<file path="src/ssnf_pkg.sv">
// ----------------------------------------------------------------------------
// ssnf_pkg: shared types and constants of the seven-segment number formatter
// Symbol codes, digit count and the structs that travel between the stages.
// ----------------------------------------------------------------------------
package ssnf_pkg;

	localparam int DIGIT_COUNT = 4;
	localparam int SYM_W = 4;
	localparam int POS_W = 3;

	localparam logic [SYM_W-1:0] SYM_ZERO  = 4'd0;
	localparam logic [SYM_W-1:0] SYM_MINUS = 4'd10;
	localparam logic [SYM_W-1:0] SYM_BLANK = 4'd11;
	localparam logic [SYM_W-1:0] SYM_E     = 4'd12;
	localparam logic [SYM_W-1:0] SYM_R     = 4'd13;

	// Largest magnitudes that fit the display with and without a minus.
	localparam logic [15:0] MAX_NEG = 16'd999;
	localparam logic [15:0] MAX_POS = 16'd9999;
	localparam logic [2:0]  MAX_POINT = 3'd4;

	// Position of the point in the error display.
	localparam logic [2:0] ERR_POINT_POS = 3'd3;

	typedef struct packed {
		logic       err;
		logic       neg;
		logic [2:0] pp;
		logic       blank;
	} ssnf_mode_t;

	typedef struct packed {
		ssnf_mode_t mode;
		logic [3:0] d3;   // thousands
		logic [3:0] d2;   // hundreds
		logic [3:0] d1;   // tens
		logic [3:0] d0;   // ones
	} ssnf_digits_t;

	typedef struct packed {
		logic [DIGIT_COUNT-1:0][SYM_W-1:0] sym;  // index 0 is position 1
		logic [DIGIT_COUNT-1:0]            pt;
	} ssnf_disp_t;

endpackage

</file>
<file path="src/ssnf_split.sv">
// ----------------------------------------------------------------------------
// ssnf_split: range check and decimal digit extraction
// Four pipeline stages split the magnitude into hundreds and units pairs, then
// each pair into two digits, using reciprocal multiplications by constants.
// ----------------------------------------------------------------------------
module ssnf_split (
	input  logic                  clk,
	input  logic                  arst_n,
	input  logic                  in_valid,
	output logic                  in_ready,
	input  logic [15:0]           magnitude,
	input  logic                  negative,
	input  logic [2:0]            point_position,
	input  logic                  blank_leading,
	output logic                  out_valid,
	input  logic                  out_ready,
	output ssnf_pkg::ssnf_digits_t out_digits
);

	logic rdy1, rdy2, rdy3, rdy4;
	logic valid_s1, valid_s2, valid_s3, valid_s4;

	ssnf_pkg::ssnf_mode_t mode_s1, mode_s2, mode_s3, mode_s4;
	logic [13:0] mag_s1;
	logic [6:0]  hi_s1, hi_s2, lo_s2, lo_s3, lo_s4;
	logic [3:0]  th_s2, th_s3, th_s4, hu_s3, hu_s4, tl_s3, tl_s4;

	logic [29:0] hi_prod;
	logic        err_in;
	logic [13:0] hi_x100;
	logic [13:0] lo_full;
	logic [14:0] th_prod;
	logic [6:0]  th_x10;
	logic [6:0]  hu_full;
	logic [14:0] tl_prod;
	logic [6:0]  tl_x10;
	logic [6:0]  lu_full;

	assign rdy4     = !valid_s4 || out_ready;
	assign rdy3     = !valid_s3 || rdy4;
	assign rdy2     = !valid_s2 || rdy3;
	assign rdy1     = !valid_s1 || rdy2;
	assign in_ready = rdy1;

	// Stage 1: x / 100 as (x * 5243) >> 19, exact for every x up to 9999.
	assign hi_prod = 30'(magnitude) * 30'd5243;
	assign err_in  = (negative && magnitude > ssnf_pkg::MAX_NEG) ||
		(!negative && magnitude > ssnf_pkg::MAX_POS) ||
		(point_position > ssnf_pkg::MAX_POINT) ||
		(point_position == 3'd1 && negative);

	// Stage 2: remainder of the hundreds split, tens of the upper pair.
	assign hi_x100 = 14'(hi_s1) * 14'd100;
	assign lo_full = mag_s1 - hi_x100;
	assign th_prod = 15'(hi_s1) * 15'd205;

	// Stage 3: units of the upper pair, tens of the lower pair.
	assign th_x10  = 7'(th_s2) * 7'd10;
	assign hu_full = hi_s2 - th_x10;
	assign tl_prod = 15'(lo_s2) * 15'd205;

	// Stage 4 output: units of the lower pair.
	assign tl_x10  = 7'(tl_s4) * 7'd10;
	assign lu_full = lo_s4 - tl_x10;

	always_ff @(posedge clk or negedge arst_n) begin
		if (!arst_n) begin
			valid_s1 <= 1'b0;
			valid_s2 <= 1'b0;
			valid_s3 <= 1'b0;
			valid_s4 <= 1'b0;
		end else begin
			if (rdy1) valid_s1 <= in_valid;
			if (rdy2) valid_s2 <= valid_s1;
			if (rdy3) valid_s3 <= valid_s2;
			if (rdy4) valid_s4 <= valid_s3;
		end
	end

	always_ff @(posedge clk) begin
		if (rdy1 && in_valid) begin
			mode_s1 <= '{err: err_in, neg: negative, pp: point_position,
				blank: blank_leading};
			mag_s1  <= magnitude[13:0];
			hi_s1   <= hi_prod[25:19];
		end
		if (rdy2 && valid_s1) begin
			mode_s2 <= mode_s1;
			hi_s2   <= hi_s1;
			lo_s2   <= lo_full[6:0];
			th_s2   <= th_prod[14:11];
		end
		if (rdy3 && valid_s2) begin
			mode_s3 <= mode_s2;
			lo_s3   <= lo_s2;
			th_s3   <= th_s2;
			hu_s3   <= hu_full[3:0];
			tl_s3   <= tl_prod[14:11];
		end
		if (rdy4 && valid_s3) begin
			mode_s4 <= mode_s3;
			lo_s4   <= lo_s3;
			th_s4   <= th_s3;
			hu_s4   <= hu_s3;
			tl_s4   <= tl_s3;
		end
	end

	assign out_valid       = valid_s4;
	assign out_digits.mode = mode_s4;
	assign out_digits.d3   = th_s4;
	assign out_digits.d2   = hu_s4;
	assign out_digits.d1   = tl_s4;
	assign out_digits.d0   = lu_full[3:0];

endmodule

</file>
<file path="src/ssnf_format.sv">
// ----------------------------------------------------------------------------
// ssnf_format: symbol placement stage
// Fills leading positions with zeros or blanks, places the minus and the
// point, and substitutes the error display for words with the error flag set.
// ----------------------------------------------------------------------------
module ssnf_format (
	input  logic                   clk,
	input  logic                   arst_n,
	input  logic                   in_valid,
	output logic                   in_ready,
	input  ssnf_pkg::ssnf_digits_t in_digits,
	output logic                   out_valid,
	input  logic                   out_ready,
	output ssnf_pkg::ssnf_disp_t   out_disp
);

	logic                 valid_s5;
	ssnf_pkg::ssnf_disp_t disp_s5;
	ssnf_pkg::ssnf_disp_t disp_d;
	logic [1:0]           nlead;
	logic [ssnf_pkg::DIGIT_COUNT-1:0][ssnf_pkg::SYM_W-1:0] digit;
	logic [ssnf_pkg::SYM_W-1:0] fill;

	assign in_ready = !valid_s5 || out_ready;

	always_comb begin
		digit[0] = in_digits.d3;
		digit[1] = in_digits.d2;
		digit[2] = in_digits.d1;
		digit[3] = in_digits.d0;

		// Positions left of the most significant digit; zero shows one digit.
		if (in_digits.d3 != 4'd0)      nlead = 2'd0;
		else if (in_digits.d2 != 4'd0) nlead = 2'd1;
		else if (in_digits.d1 != 4'd0) nlead = 2'd2;
		else                           nlead = 2'd3;

		fill = in_digits.mode.blank ? ssnf_pkg::SYM_BLANK : ssnf_pkg::SYM_ZERO;

		for (int i = 0; i < ssnf_pkg::DIGIT_COUNT; i++) begin
			disp_d.sym[i] = (2'(i) < nlead) ? fill : digit[i];
			disp_d.pt[i]  = (in_digits.mode.pp == 3'(i + 1));
		end

		if (in_digits.mode.neg) begin
			if (!in_digits.mode.blank)
				disp_d.sym[0] = ssnf_pkg::SYM_MINUS;
			else if (nlead != 2'd0)
				disp_d.sym[2'(nlead - 2'd1)] = ssnf_pkg::SYM_MINUS;
		end

		if (in_digits.mode.err) begin
			disp_d.sym[0] = ssnf_pkg::SYM_E;
			disp_d.sym[1] = ssnf_pkg::SYM_R;
			disp_d.sym[2] = ssnf_pkg::SYM_R;
			disp_d.sym[3] = ssnf_pkg::SYM_ZERO;
			for (int i = 0; i < ssnf_pkg::DIGIT_COUNT; i++)
				disp_d.pt[i] = (ssnf_pkg::ERR_POINT_POS == 3'(i + 1));
		end
	end

	always_ff @(posedge clk or negedge arst_n) begin
		if (!arst_n) begin
			valid_s5 <= 1'b0;
		end else if (in_ready) begin
			valid_s5 <= in_valid;
		end
	end

	always_ff @(posedge clk) begin
		if (in_ready && in_valid) disp_s5 <= disp_d;
	end

	assign out_valid = valid_s5;
	assign out_disp  = disp_s5;

endmodule

</file>
<file path="src/ssnf_serial.sv">
// ----------------------------------------------------------------------------
// ssnf_serial: output serializer
// Holds one formatted display and sends its four positions, leftmost first,
// taking the next display in the cycle the last position leaves.
// ----------------------------------------------------------------------------
module ssnf_serial (
	input  logic                 clk,
	input  logic                 arst_n,
	input  logic                 in_valid,
	output logic                 in_ready,
	input  ssnf_pkg::ssnf_disp_t in_disp,
	output logic                 out_valid,
	input  logic                 out_ready,
	output logic [2:0]           position,
	output logic [3:0]           symbol,
	output logic                 point_on,
	output logic                 last_digit
);

	logic                 valid_q;
	logic [1:0]           idx_q;
	ssnf_pkg::ssnf_disp_t disp_q;
	logic                 at_last;
	logic                 out_fire;

	assign at_last  = (idx_q == 2'(ssnf_pkg::DIGIT_COUNT - 1));
	assign out_fire = valid_q && out_ready;
	assign in_ready = !valid_q || (out_ready && at_last);

	always_ff @(posedge clk or negedge arst_n) begin
		if (!arst_n) begin
			valid_q <= 1'b0;
			idx_q   <= 2'd0;
		end else if (in_ready) begin
			valid_q <= in_valid;
			idx_q   <= 2'd0;
		end else if (out_fire) begin
			idx_q <= idx_q + 2'd1;
		end
	end

	always_ff @(posedge clk) begin
		if (in_ready && in_valid) disp_q <= in_disp;
	end

	assign out_valid  = valid_q;
	assign position   = 3'(idx_q) + 3'd1;
	assign symbol     = disp_q.sym[idx_q];
	assign point_on   = disp_q.pt[idx_q];
	assign last_digit = at_last;

endmodule

</file>
<file path="src/seven_segment_number_formatter.sv">
// ----------------------------------------------------------------------------
// seven_segment_number_formatter: four-position decimal display formatter
// Turns a magnitude, a minus flag, a point position and a leading-zero mode
// into four symbol words, one per display position, leftmost first.
// ----------------------------------------------------------------------------
// Use: present a word on the s_ group; it is taken when s_tvalid and s_tready
// are both high. Each word yields four words on the m_ group carrying the
// position (1..4), a symbol code and the point flag; m_tlast marks the
// fourth. Out-of-range words, and a minus with the point at position 1, give the error display E r r 0.
// Path: each input word passes four digit-split stages, one formatting stage
// and the serializer register before its first result word appears.
// Flow: the serializer sends one position per cycle while m_tready is high
// and takes a new word as the last position of the previous one leaves; the
// pipeline ahead keeps taking new words while it drains, up to one word per stage.
// Reset: arst_n clears every valid bit at once; s_tready is already high
// during reset, so a word can be taken at the first edge after release. A
// stall on m_tready holds the current result word and, as the stages fill,
// eventually drops s_tready; nothing is lost or repeated.
// ----------------------------------------------------------------------------
module seven_segment_number_formatter (
	input  logic        clk,
	input  logic        arst_n,
	input  logic        s_tvalid,
	output logic        s_tready,
	// [15:0] magnitude, [16] negative, [19:17] point_position,
	// [20] blank_leading, [23:21] zero
	input  logic [23:0] s_tdata,
	output logic        m_tvalid,
	input  logic        m_tready,
	// [2:0] position, [6:3] symbol, [7] point_on
	output logic [7:0]  m_tdata,
	output logic        m_tlast
);

	logic                   split_valid, split_ready;
	ssnf_pkg::ssnf_digits_t split_digits;
	logic                   fmt_valid, fmt_ready;
	ssnf_pkg::ssnf_disp_t   fmt_disp;
	logic [2:0]             position;
	logic [3:0]             symbol;
	logic                   point_on;

	ssnf_split u_split (
		.clk           (clk),
		.arst_n        (arst_n),
		.in_valid      (s_tvalid),
		.in_ready      (s_tready),
		.magnitude     (s_tdata[15:0]),
		.negative      (s_tdata[16]),
		.point_position(s_tdata[19:17]),
		.blank_leading (s_tdata[20]),
		.out_valid     (split_valid),
		.out_ready     (split_ready),
		.out_digits    (split_digits)
	);

	ssnf_format u_format (
		.clk      (clk),
		.arst_n   (arst_n),
		.in_valid (split_valid),
		.in_ready (split_ready),
		.in_digits(split_digits),
		.out_valid(fmt_valid),
		.out_ready(fmt_ready),
		.out_disp (fmt_disp)
	);

	ssnf_serial u_serial (
		.clk       (clk),
		.arst_n    (arst_n),
		.in_valid  (fmt_valid),
		.in_ready  (fmt_ready),
		.in_disp   (fmt_disp),
		.out_valid (m_tvalid),
		.out_ready (m_tready),
		.position  (position),
		.symbol    (symbol),
		.point_on  (point_on),
		.last_digit(m_tlast)
	);

	assign m_tdata = {point_on, symbol, position};

`ifndef SYNTHESIS
	// After a non-final word leaves, the next position of the same display follows.
	a_next_pos: assert property (@(posedge clk) disable iff (!arst_n)
		(m_tvalid && m_tready && !m_tlast) |=>
		(m_tvalid && m_tdata[2:0] == $past(m_tdata[2:0]) + 3'd1))
		else $error("serializer skipped or repeated a position");

	// A new display always starts at the leftmost position.
	a_first_pos: assert property (@(posedge clk) disable iff (!arst_n)
		(m_tvalid && m_tready && m_tlast) |=> (!m_tvalid || m_tdata[2:0] == 3'd1))
		else $error("display did not start at position 1");

	// The last marker sits exactly on the fourth position.
	a_last_pos: assert property (@(posedge clk) disable iff (!arst_n)
		m_tvalid |-> (m_tlast == (m_tdata[2:0] == 3'd4)))
		else $error("last marker not on position 4");

	// Only defined symbol codes reach the output.
	a_sym_range: assert property (@(posedge clk) disable iff (!arst_n)
		m_tvalid |-> (m_tdata[6:3] <= ssnf_pkg::SYM_R))
		else $error("undefined symbol code");
`endif

endmodule

</file>
<file path="config.mk">
export PLATFORM = sky130hd
export DESIGN_NAME = seven_segment_number_formatter
export DESIGN_NICKNAME = d
export VERILOG_FILES = /design/src/ssnf_pkg.sv /design/src/ssnf_split.sv /design/src/ssnf_format.sv /design/src/ssnf_serial.sv /design/src/seven_segment_number_formatter.sv
export SDC_FILE = /design/constraint.sdc
export NUM_CORES = 1
export LEC_CHECK = 0
export BUFFER_PORTS_ARGS = -buffer_cell sky130_fd_sc_hd__buf_4
export CAP_MARGIN = 5
export CORE_MARGIN = 1.5
export CORE_UTILIZATION = 50
export DETAILED_ROUTE_END_ITERATION = 10
export MAX_ROUTING_LAYER = met4
export PLACE_DENSITY = 0.73
export SLEW_MARGIN = 20
export SYNTH_ARGS = -nofsm -noshare
export SYNTH_HDL_FRONTEND = slang
export SYNTH_SLANG_ARGS = --single-unit
</file>
<file path="constraint.sdc">
create_clock -name clk -period 10.8 [get_ports clk]
set_input_delay 1.62 -clock clk [delete_from_list [all_inputs] [get_ports clk]]
set_output_delay 1.62 -clock clk [all_outputs]
set_load 0.02 [all_outputs]
</file>
==> Yosys cells after proc, flatten, opt, wreduce, memory -nomap -nowiden <==
Index checks and enable logic that the tools add are counted.
{ "classes": {"add_sub_neg": 6, "order_cmp": 10, "reduce_logical": 33, "mux": 20, "bitwise": 3, "n_eq_ne": 6, "n_mul": 6} }
{ "ops": {"columns": ["operator", "n"], "rows": [
  ["$mux 16", 2],
  ["$mux 4", 8],
  ["$mul 7x8->15 const B", 2],
  ["$mul 16x13->26 const B", 1],
  ["$gt 16x10->1 const B", 1],
  ["$gt 16x14->1 const B", 1],
  ["$logic_and 1x1->1", 12],
  ["$mux 12", 1],
  ["$reduce_bool 4->1", 3],
  ["$logic_or 1x1->1", 9],
  ["$and 8x8->8", 1],
  ["$bmux 4 s2", 1],
  ["$demux 4 s2", 1],
  ["$mul 4x3->3 const B", 2],
  ["$mux 2", 4],
  ["$not 8->8", 1],
  ["$or 8x8->8", 1],
  ["$sub 4x4->4", 2],
  ["$logic_not 1->1", 7],
  ["$mul 7x5->5 const B", 1],
  ["$sub 7x7->7", 1],
  ["$eq 3x1->1 const B", 2],
  ["$eq 3x2->1 const B", 2],
  ["$lt 2x3->1 const B", 2],
  ["other kinds (12)", 16]
]} }
{ "word_totals": {"elab_cells": 130, "regBits": 133} }

==> Depth between registers and ports, before layout <==
Gate-level depths: netlist (run 1).
{ "depth": {"ltp_word": 14, "depth_mapped": 17, "depth_no_buf": 17} }

==> Modules after synthesis <==
A second synthesis (run 1) with hierarchy kept.
{ "hier_totals": {"hier_cells": 836, "hier_area_um2": 10438.8} }
{ "modules_own_cells": {"columns": ["module", "instances", "cells_per_inst", "area_per_inst_um2"], "rows": [
  ["ssnf_split", 1, 725, 8639.5],
  ["ssnf_format", 1, 68, 902.1],
  ["ssnf_serial", 1, 42, 889.6],
  ["seven_segment_number_formatter", 1, 1, 7.5]
]} }

==> Worst setup path before layout (run 1) <==
OpenSTA, ideal clock, no wires.
{ "synth_path": {"path_kind": "input -> register", "startpoint": "input s_tdata[10]", "endpoint": "register u_split.hi_s1[5] (data pin)", "slack_ns": 5.141, "arrival_ns": 5.396, "setup_ns": 0.262, "path_stages": 17, "path_buffers": 0, "path_cell_list": "fa_1 > ha_1 > inv_1 > fa_1 > inv_1 > fa_1 > inv_1 > fa_1 > inv_1 > ha_1 > a21oi_1 > a21oi_1 > a211oi_2 > nor2b_2 > o311ai_0 > a21oi_1 > xor2_1"} }
{ "synth_between": {"elab_chain_cells": 1} }
{ "synth_rtl": {"columns": ["item", "line_no", "rtl"], "rows": [
  ["start, declared", "seven_segment_number_formatter.sv:27", "input logic [23:0] s_tdata,"],
  ["$mul 16x13->26", "ssnf_split.sv:46", "assign hi_prod = 30'(magnitude) * 30'd5243;"],
  ["net u_split.hi_prod[24]", "ssnf_split.sv:28", "logic [29:0] hi_prod;"],
  ["end signal, assigned", "ssnf_split.sv:85", "hi_s1 <= hi_prod[25:19];"],
  ["end, declared", "ssnf_split.sv:25", "logic [6:0] hi_s1, hi_s2, lo_s2, lo_s3, lo_s4;"]
]} }
The timed path passes the listed nets, and every way through them passes these cells.
A chain may end at the register's enable or synchronous reset.

==> Worst setup path after layout (run 1) <==
{ "layout_path": {"startpoint": "input s_tdata[4]", "endpoint": "register u_split.hi_s1[5] (data pin)"} }
The elaborated chain is that of the path after synthesis.

==> results of run 1 <==
-- cell families after synthesis --
logic type	synth area share
AND/OR/NAND/NOR	0.0507
flip-flops	0.383
XOR/XNOR	0.0254
multiplexers	0.0128
adder cells (fa/ha/maj)	0.407
AO/OA/AOI/OAI	0.0487
buffers and inverters	0.0730
-- metrics by stage --
stage | power, µW | util | cell area (µm²)
6_report | 3060 | 0.568 | 11500
4_1_cts | 3100 | 0.568 | 11500
3_5_place_dp | 2530 | 0.540 | 10900
3_3_place_gp | 2460 | 0.540 | 10900
2_1_floorplan | 2120 | - | 10300
5_1_grt | 3380 | 0.568 | 11500
-- final cells by class --
class / instances / area [µm²] / share of cell area
Multi-Input combinational cell: 489 / 5630 / 0.490
Sequential cell: 133 / 3950 / 0.344
Inverter: 194 / 728 / 0.0634
Clock buffer: 21 / 450 / 0.0392
Tap cell: 270 / 338 / 0.0294
Timing Repair Buffer: 36 / 270 / 0.0235
Clock inverter: 11 / 126 / 0.0110
-- critical path, delay by kind of cell --
kind                     cells  cell delay (ns)
AND/OR/NAND/NOR              1             0.20
AO/OA/AOI/OAI                4             0.91
adder cells (fa/ha/maj)      6             2.66
buffers and inverters        5             0.46
XOR/XNOR                     1             0.16
-- placed cells by master, fill, tap and decap left out, types with 3 or more instances in the layout --
cell,instances
fa_1,93
nand2_1,17
nand3_1,12
nor4_1,4
a21oi_1,23
a21boi_0,3
inv_1,194
dfrtp_1,8
nor3_1,3
xor2_1,8
a21o_1,6
mux4_2,5
buf_4,36
nor2b_1,5
nand4_1,6
or2_2,6
clkinvlp_4,4
nand2b_1,6
clkbuf_1,3
edfxtp_1,125
o21ai_0,13
clkbuf_16,17
nor2_1,20
nor4b_1,3
and2_1,5
ha_1,187
o21bai_1,3
o21a_1,6
xnor2_1,22
-- sequential cells by signal, summed over array words and instances (netlist names), 6 cells and up --
name	count
u_split.mode_s3	6
u_split.mode_s2	6
u_split.mode_s1	6
u_format.out_disp	20
u_split.out_digits	6
u_split.hi_s1	7
u_split.lo_s2	7
u_split.mag_s1	7
u_serial.disp_q	20
-- power groups by stage --
stage / Combinational (µW) / Clock (µW) / Sequential [µW]
CTS: 1750 / 561 / 795
global placement: 1660 / 0 / 800
floorplan: 1350 / 0 / 775
global route: 1990 / 583 / 806
finish: 1720 / 550 / 793
detailed placement: 1730 / 0 / 805
-- how the worst max path moves through the flow --
stage,to,slack [ns]
5_1_grt,u_split.hi_s1[5],4.76
3_5_place_dp,u_split.hi_s1[5],4.50
6_report,u_split.hi_s1[5],4.94
4_1_cts,u_split.hi_s1[5],4.93
2_1_floorplan,u_split.hi_s1[5],5.14
3_3_place_gp,u_split.hi_s1[5],4.52
-- per-layer routing --
metal	GRT usage	vias up	routed length [µm]
met5	-	-	0
met4	0.0348	0	164
met3	0.0329	17	329
met2	0.309	54	8780
met1	0.192	2783	6670
li1	-	2847	-
==> results.json, run 1 <==
{
  "status": "finished clean",
  "min_path_cells": 0,
  "grt_max_degree": 23,
  "placementRows": 52,
  "grt_pass1_vias": 5989,
  "grt_remaining_overflow": 0,
  "drt-initial-drc-count": 185,
  "r2r_start": "u_split.lo_s2[4]",
  "power_density_nw_per_um2": 266,
  "num_antenna_cells": 0,
  "p_int_uw": 1850,
  "syn_nets": 1129,
  "die_w_um": 147,
  "arrival_ns": 6.02,
  "report.final.slew_viol_count": 0,
  "swShare": 0.396,
  "synth-seq-area-share": 0.383,
  "fp.dieH_um": 147,
  "vias": 5701,
  "hold_class": "reg2reg",
  "syn_area_per_cell_um2": 12.6,
  "yosys_warnings": 0,
  "hold-path-endpoint": "u_serial.disp_q[12]",
  "critPathLaunchType": "primary input",
  "tightest_slew_ns": 0.982,
  "maxCapViolations": 0,
  "ys_top_cells_by_count": "inv_1 (194), ha_1 (187), edfxtp_1 (125), fa_1 (93), a21oi_1 (23)",
  "synth.distinct_cells": 53,
  "r2r_cells": 14,
  "reg2reg_to": "u_split.tl_s3[3]",
  "power.switching_uw": 1210,
  "criticalPathCategory": "in2reg",
  "hold_start": "u_format.out_disp[12]",
  "synth_ff_type": "edfxtp_1",
  "initial_core_util": 0.511,
  "cts_root_buf": "clkbuf_16",
  "dieArea_um2": 21500,
  "place.gp.congestion": 0.836,
  "startpoint": "s_tdata[4]",
  "grt_usage": 0.169,
  "slowest_delay_ns": 0.56,
  "post-place-ws_ns": 4.50,
  "cts_repair_resize_count": 0,
  "cts_tree": "yes",
  "path_max_fanout": 7,
  "required_ns": 10.96,
  "antenna_found_initial": 0,
  "finalHoldViolCount": 0,
  "grt_pass1_wl_um": 27600,
  "yosys-top-cells-area": "edfxtp_1 (36%), ha_1 (23%), fa_1 (18%)",
  "synth_edf_count": 125,
  "drt-wirelength-per-cell_um": 13.8,
  "cts.sink_count": 133,
  "synth_top_area_share": 0.363,
  "yosysMostFrequentCell": "inv_1",
  "path_cells": "buf_4, inv_1, fa_1, inv_1, ha_1, fa_1, inv_1, fa_1, fa_1, inv_1, ha_1, and3_1, a31oi_1, a21oi_2, o311ai_0, a21oi_1, xor2_1",
  "h-tree-depth": 4,
  "slew-limit-headroom": 0.343,
  "clock_latency_ns": 0.42,
  "seqPwrFrac": 0.259,
  "path_clk_slew_ns": 0.06,
  "nets": 1179,
  "hold_buffers": 0,
  "timing.fmax_ghz": 0.171,
  "slowest_stage": "fa_1",
  "holdWs_ns": 0.413,
  "post-place-cells": 1122,
  "async_flop_share": 0.0602,
  "syn_area_um2": 10300,
  "fillers": 1610,
  "ys_ff_latch": 133,
  "r2r_slack_ns": 6.97,
  "portBuffers": 35,
  "post_drt_via_cell_ratio": 4.94,
  "wl_um": 15900,
  "rsz0062_at_grt": "false",
  "firstDrtPassIters": 5,
  "yosys.area.top_type": "edfxtp_1",
  "dp.final_hpwl_um": 13300,
  "setup_violations": 0,
  "cts_buffers": 17,
  "areaGrowthSynthToFinish_pct": 11.2,
  "drc": 0,
  "fin_worst_skew_ns": 0.00651,
  "min_period_over_period": 0.542,
  "drive_gt1_frac": 0.0973,
  "synthCells": 821,
  "io_pins": 39,
  "tns_ns": 0,
  "setup_ws_ns": 4.94,
  "finalCriticalPeriod_ns": 5.86,
  "fin_cells": 1154,
  "cts_buffer_depth": 2,
  "ir_worst_vdd_mv": 0.232,
  "final_antenna_net_count": 0,
  "comb_power_share": 0.561,
  "cts_setup_buffers": 0,
  "core_um2": 20200,
  "endpoint_kind": "flop",
  "power_leakage_uw": 0.00534,
  "clock_power_share": 0.180
}
Power figures use the tool's default switching activity.
==> run 2, diff against run 1 <==
--- a/config.mk
+++ b/config.mk
@@ -11,7 +11,7 @@
 export CORE_UTILIZATION = 50
 export DETAILED_ROUTE_END_ITERATION = 10
 export MAX_ROUTING_LAYER = met4
-export PLACE_DENSITY = 0.73
+export PLACE_DENSITY = 0.75
 export SLEW_MARGIN = 20
 export SYNTH_ARGS = -nofsm -noshare
 export SYNTH_HDL_FRONTEND = slang
==> constraint.sdc (replaced) <==
create_clock -name clk -period 4.69 [get_ports clk]
set_input_delay 0.7035 -clock clk [delete_from_list [all_inputs] [get_ports clk]]
set_output_delay 0.7035 -clock clk [all_outputs]
set_load 0.02 [all_outputs]
==> results.json, run 2 (synthesis results as in run 1) <==
{
  "cts_root_buf": "clkbuf_16",
  "grt_pass1_wl_um": 29900,
  "endpoint_kind": "flop",
  "cts_buffers": 17,
  "slowest_stage": "fa_1",
  "cts_buffer_depth": 2,
  "path_clk_slew_ns": 0.06,
  "grt_remaining_overflow": 0,
  "timing.fmax_ghz": 0.214,
  "maxCapViolations": 0,
  "path_max_fanout": 6,
  "p_int_uw": 4630,
  "grt_usage": 0.183,
  "slowest_delay_ns": 0.52,
  "finalCriticalPeriod_ns": 4.67,
  "initial_core_util": 0.511,
  "slew-limit-headroom": 0.314,
  "status": "finished clean",
  "post-place-ws_ns": -0.467,
  "placementRows": 52,
  "swShare": 0.399,
  "grt_max_degree": 23,
  "final_area_um2": 12200,
  "clock_latency_ns": 0.41,
  "areaGrowthSynthToFinish_pct": 17.8,
  "drive_gt1_frac": 0.187,
  "core_um2": 20200,
  "fin_worst_skew_ns": 0.00909,
  "power_leakage_uw": 0.00570,
  "clock_power_share": 0.172,
  "arrival_ns": 4.96,
  "place_area_um2": 11400,
  "place.gp.congestion": 0.850,
  "critPathLaunchType": "primary input",
  "worst_path_dominant_cell_family": "adder cells",
  "finalHoldViolCount": 0,
  "fin_util": 0.602,
  "vias": 6064,
  "rsz0062_at_grt": "true",
  "tightest_slew_ns": 1.02,
  "required_ns": 4.97,
  "total_power_uw": 7700,
  "portBuffers": 35,
  "num_antenna_cells": 0,
  "fp.dieH_um": 147,
  "io_pins": 39,
  "comb_power_share": 0.590,
  "criticalPathCategory": "in2reg",
  "nets": 1248,
  "firstDrtPassIters": 4,
  "fin_cells": 1223,
  "cts.sink_count": 133,
  "path_buf_inv": 6,
  "die_w_um": 147,
  "seqPwrFrac": 0.237,
  "post-place-cells": 1190,
  "min_period_over_period": 0.997,
  "hold_class": "in2async",
  "grt_pass1_vias": 6638,
  "power.switching_uw": 3080,
  "final_antenna_net_count": 0,
  "crit_top_cell": "fa_1",
  "report.final.slew_viol_count": 0,
  "antenna_found_initial": 0,
  "ir_worst_vdd_mv": 0.693,
  "drc": 0,
  "dieArea_um2": 21500,
  "setup_ws_ns": 0.0160,
  "dp.final_hpwl_um": 14500,
  "drt-initial-drc-count": 157,
  "path_cells": "buf_4, buf_4, fa_1, ha_1, inv_1, fa_1, inv_2, fa_1, inv_1, fa_1, inv_2, ha_4, nand2_2, nor3_4, nand4_1, a21oi_4, nor3_4, or4_1, nand3_1",
  "cts_tree": "yes",
  "h-tree-depth": 4,
  "setup_violations": 0,
  "final_common_cell": "inv_1",
  "wl_um": 17800,
  "post_drt_via_cell_ratio": 4.96,
  "final_cell_mix": "inv_1 (184), ha_1 (180), edfxtp_1 (125)",
  "drt-wirelength-per-cell_um": 14.5,
  "hold_buffers": 0,
  "power_density_nw_per_um2": 633
}
## run 2: changes by cell type in the layout (fill, tap and decap cells not counted), moves of 2 or more
| cell | delta |
|---|---|
| clkinvlp_4 | -3 |
| ha_4 | +6 |
| buf_4 | +65 |
| nand2_1 | -2 |
| inv_6 | +3 |
| ha_1 | -7 |
| inv_2 | +10 |
| clkbuf_1 | -3 |
| inv_1 | -10 |
| inv_8 | +2 |
| clkinv_4 | +2 |
| buf_6 | +2 |
## run 2: per-layer routing
layer	global-route usage	vias up	routed length (µm)
met3	0.0280	32	319
li1	-	2991	-
met2	0.349	77	10100
met4	0.0535	0	422
met5	-	-	0
met1	0.194	2964	6960
## run 2: worst register-to-register path, stage by stage, from the launching register on
cell and delay (ns):
edfxtp_1 0.47, ha_1 0.35, inv_1 0.07, fa_1 0.51, inv_1 0.04, ha_1 0.30
fa_1 0.46, ha_1 0.32, a21oi_1 0.15, o221ai_1 0.14, a21o_1 0.23, nand3_1 0.10
a21boi_1 0.11, nor4_1 0.32, a311oi_1 0.09
## run 2: stage by stage
| step | setup TNS [ns] | hold slack (ns) |
|---|---|---|
| detailed placement | -2.63 | 0.405 |
| global placement | -2.21 | 0.400 |
| finish | 0 | 0.0948 |
| global route | -0.414 | 0.0848 |
| floorplan | 0 | 0.400 |
| CTS | 0 | 0.0849 |
## run 2: final cells by class
class                           count  area, µm²
Inverter                          194        728
Timing Repair Buffer              105        816
Clock inverter                     14        165
Tap cell                          270        338
Multi-Input combinational cell    489       5740
Clock buffer                       18        439
Sequential cell                   133       3950
Fill cell                        1550       8060
## run 2: path summary, 6_finish.rpt
check,to,slack (ns),startpoint,cells past startpoint
worst max register to register,u_split.tl_s3[3],0.75,u_split.lo_s2[4],14
worst min-delay path,u_serial.idx_q[0],0.09,arst_n,1
max in group asynchronous,u_split.valid_s1,4.46,arst_n,1
min in group clk,u_serial.disp_q[15],0.41,u_format.out_disp[15],0
worst min register to register,u_serial.disp_q[15],0.41,u_format.out_disp[15],0
worst max-delay path,u_split.hi_s1[3],0.02,s_tdata[10],19
## run 2: repair_timing
item / 4_1_cts / 5_1_grt
buffers inserted: 0 / 1
cloned: 0 / 0
setup endpoints to repair: 2 / 6
pin swaps: 4 / 27
gates resized for setup: 2 / 25
## run 2: power groups by stage
| stage | clock network [µW] | registers [µW] | logic (µW) |
|---|---|---|---|
| 2_1_floorplan | 0 | 1790 | 3110 |
| 3_3_place_gp | 0 | 1840 | 3980 |
| 3_5_place_dp | 0 | 1860 | 4210 |
| 4_1_cts | 1340 | 1830 | 4290 |
| 5_1_grt | 1400 | 1850 | 5180 |
| 6_report | 1330 | 1830 | 4550 |
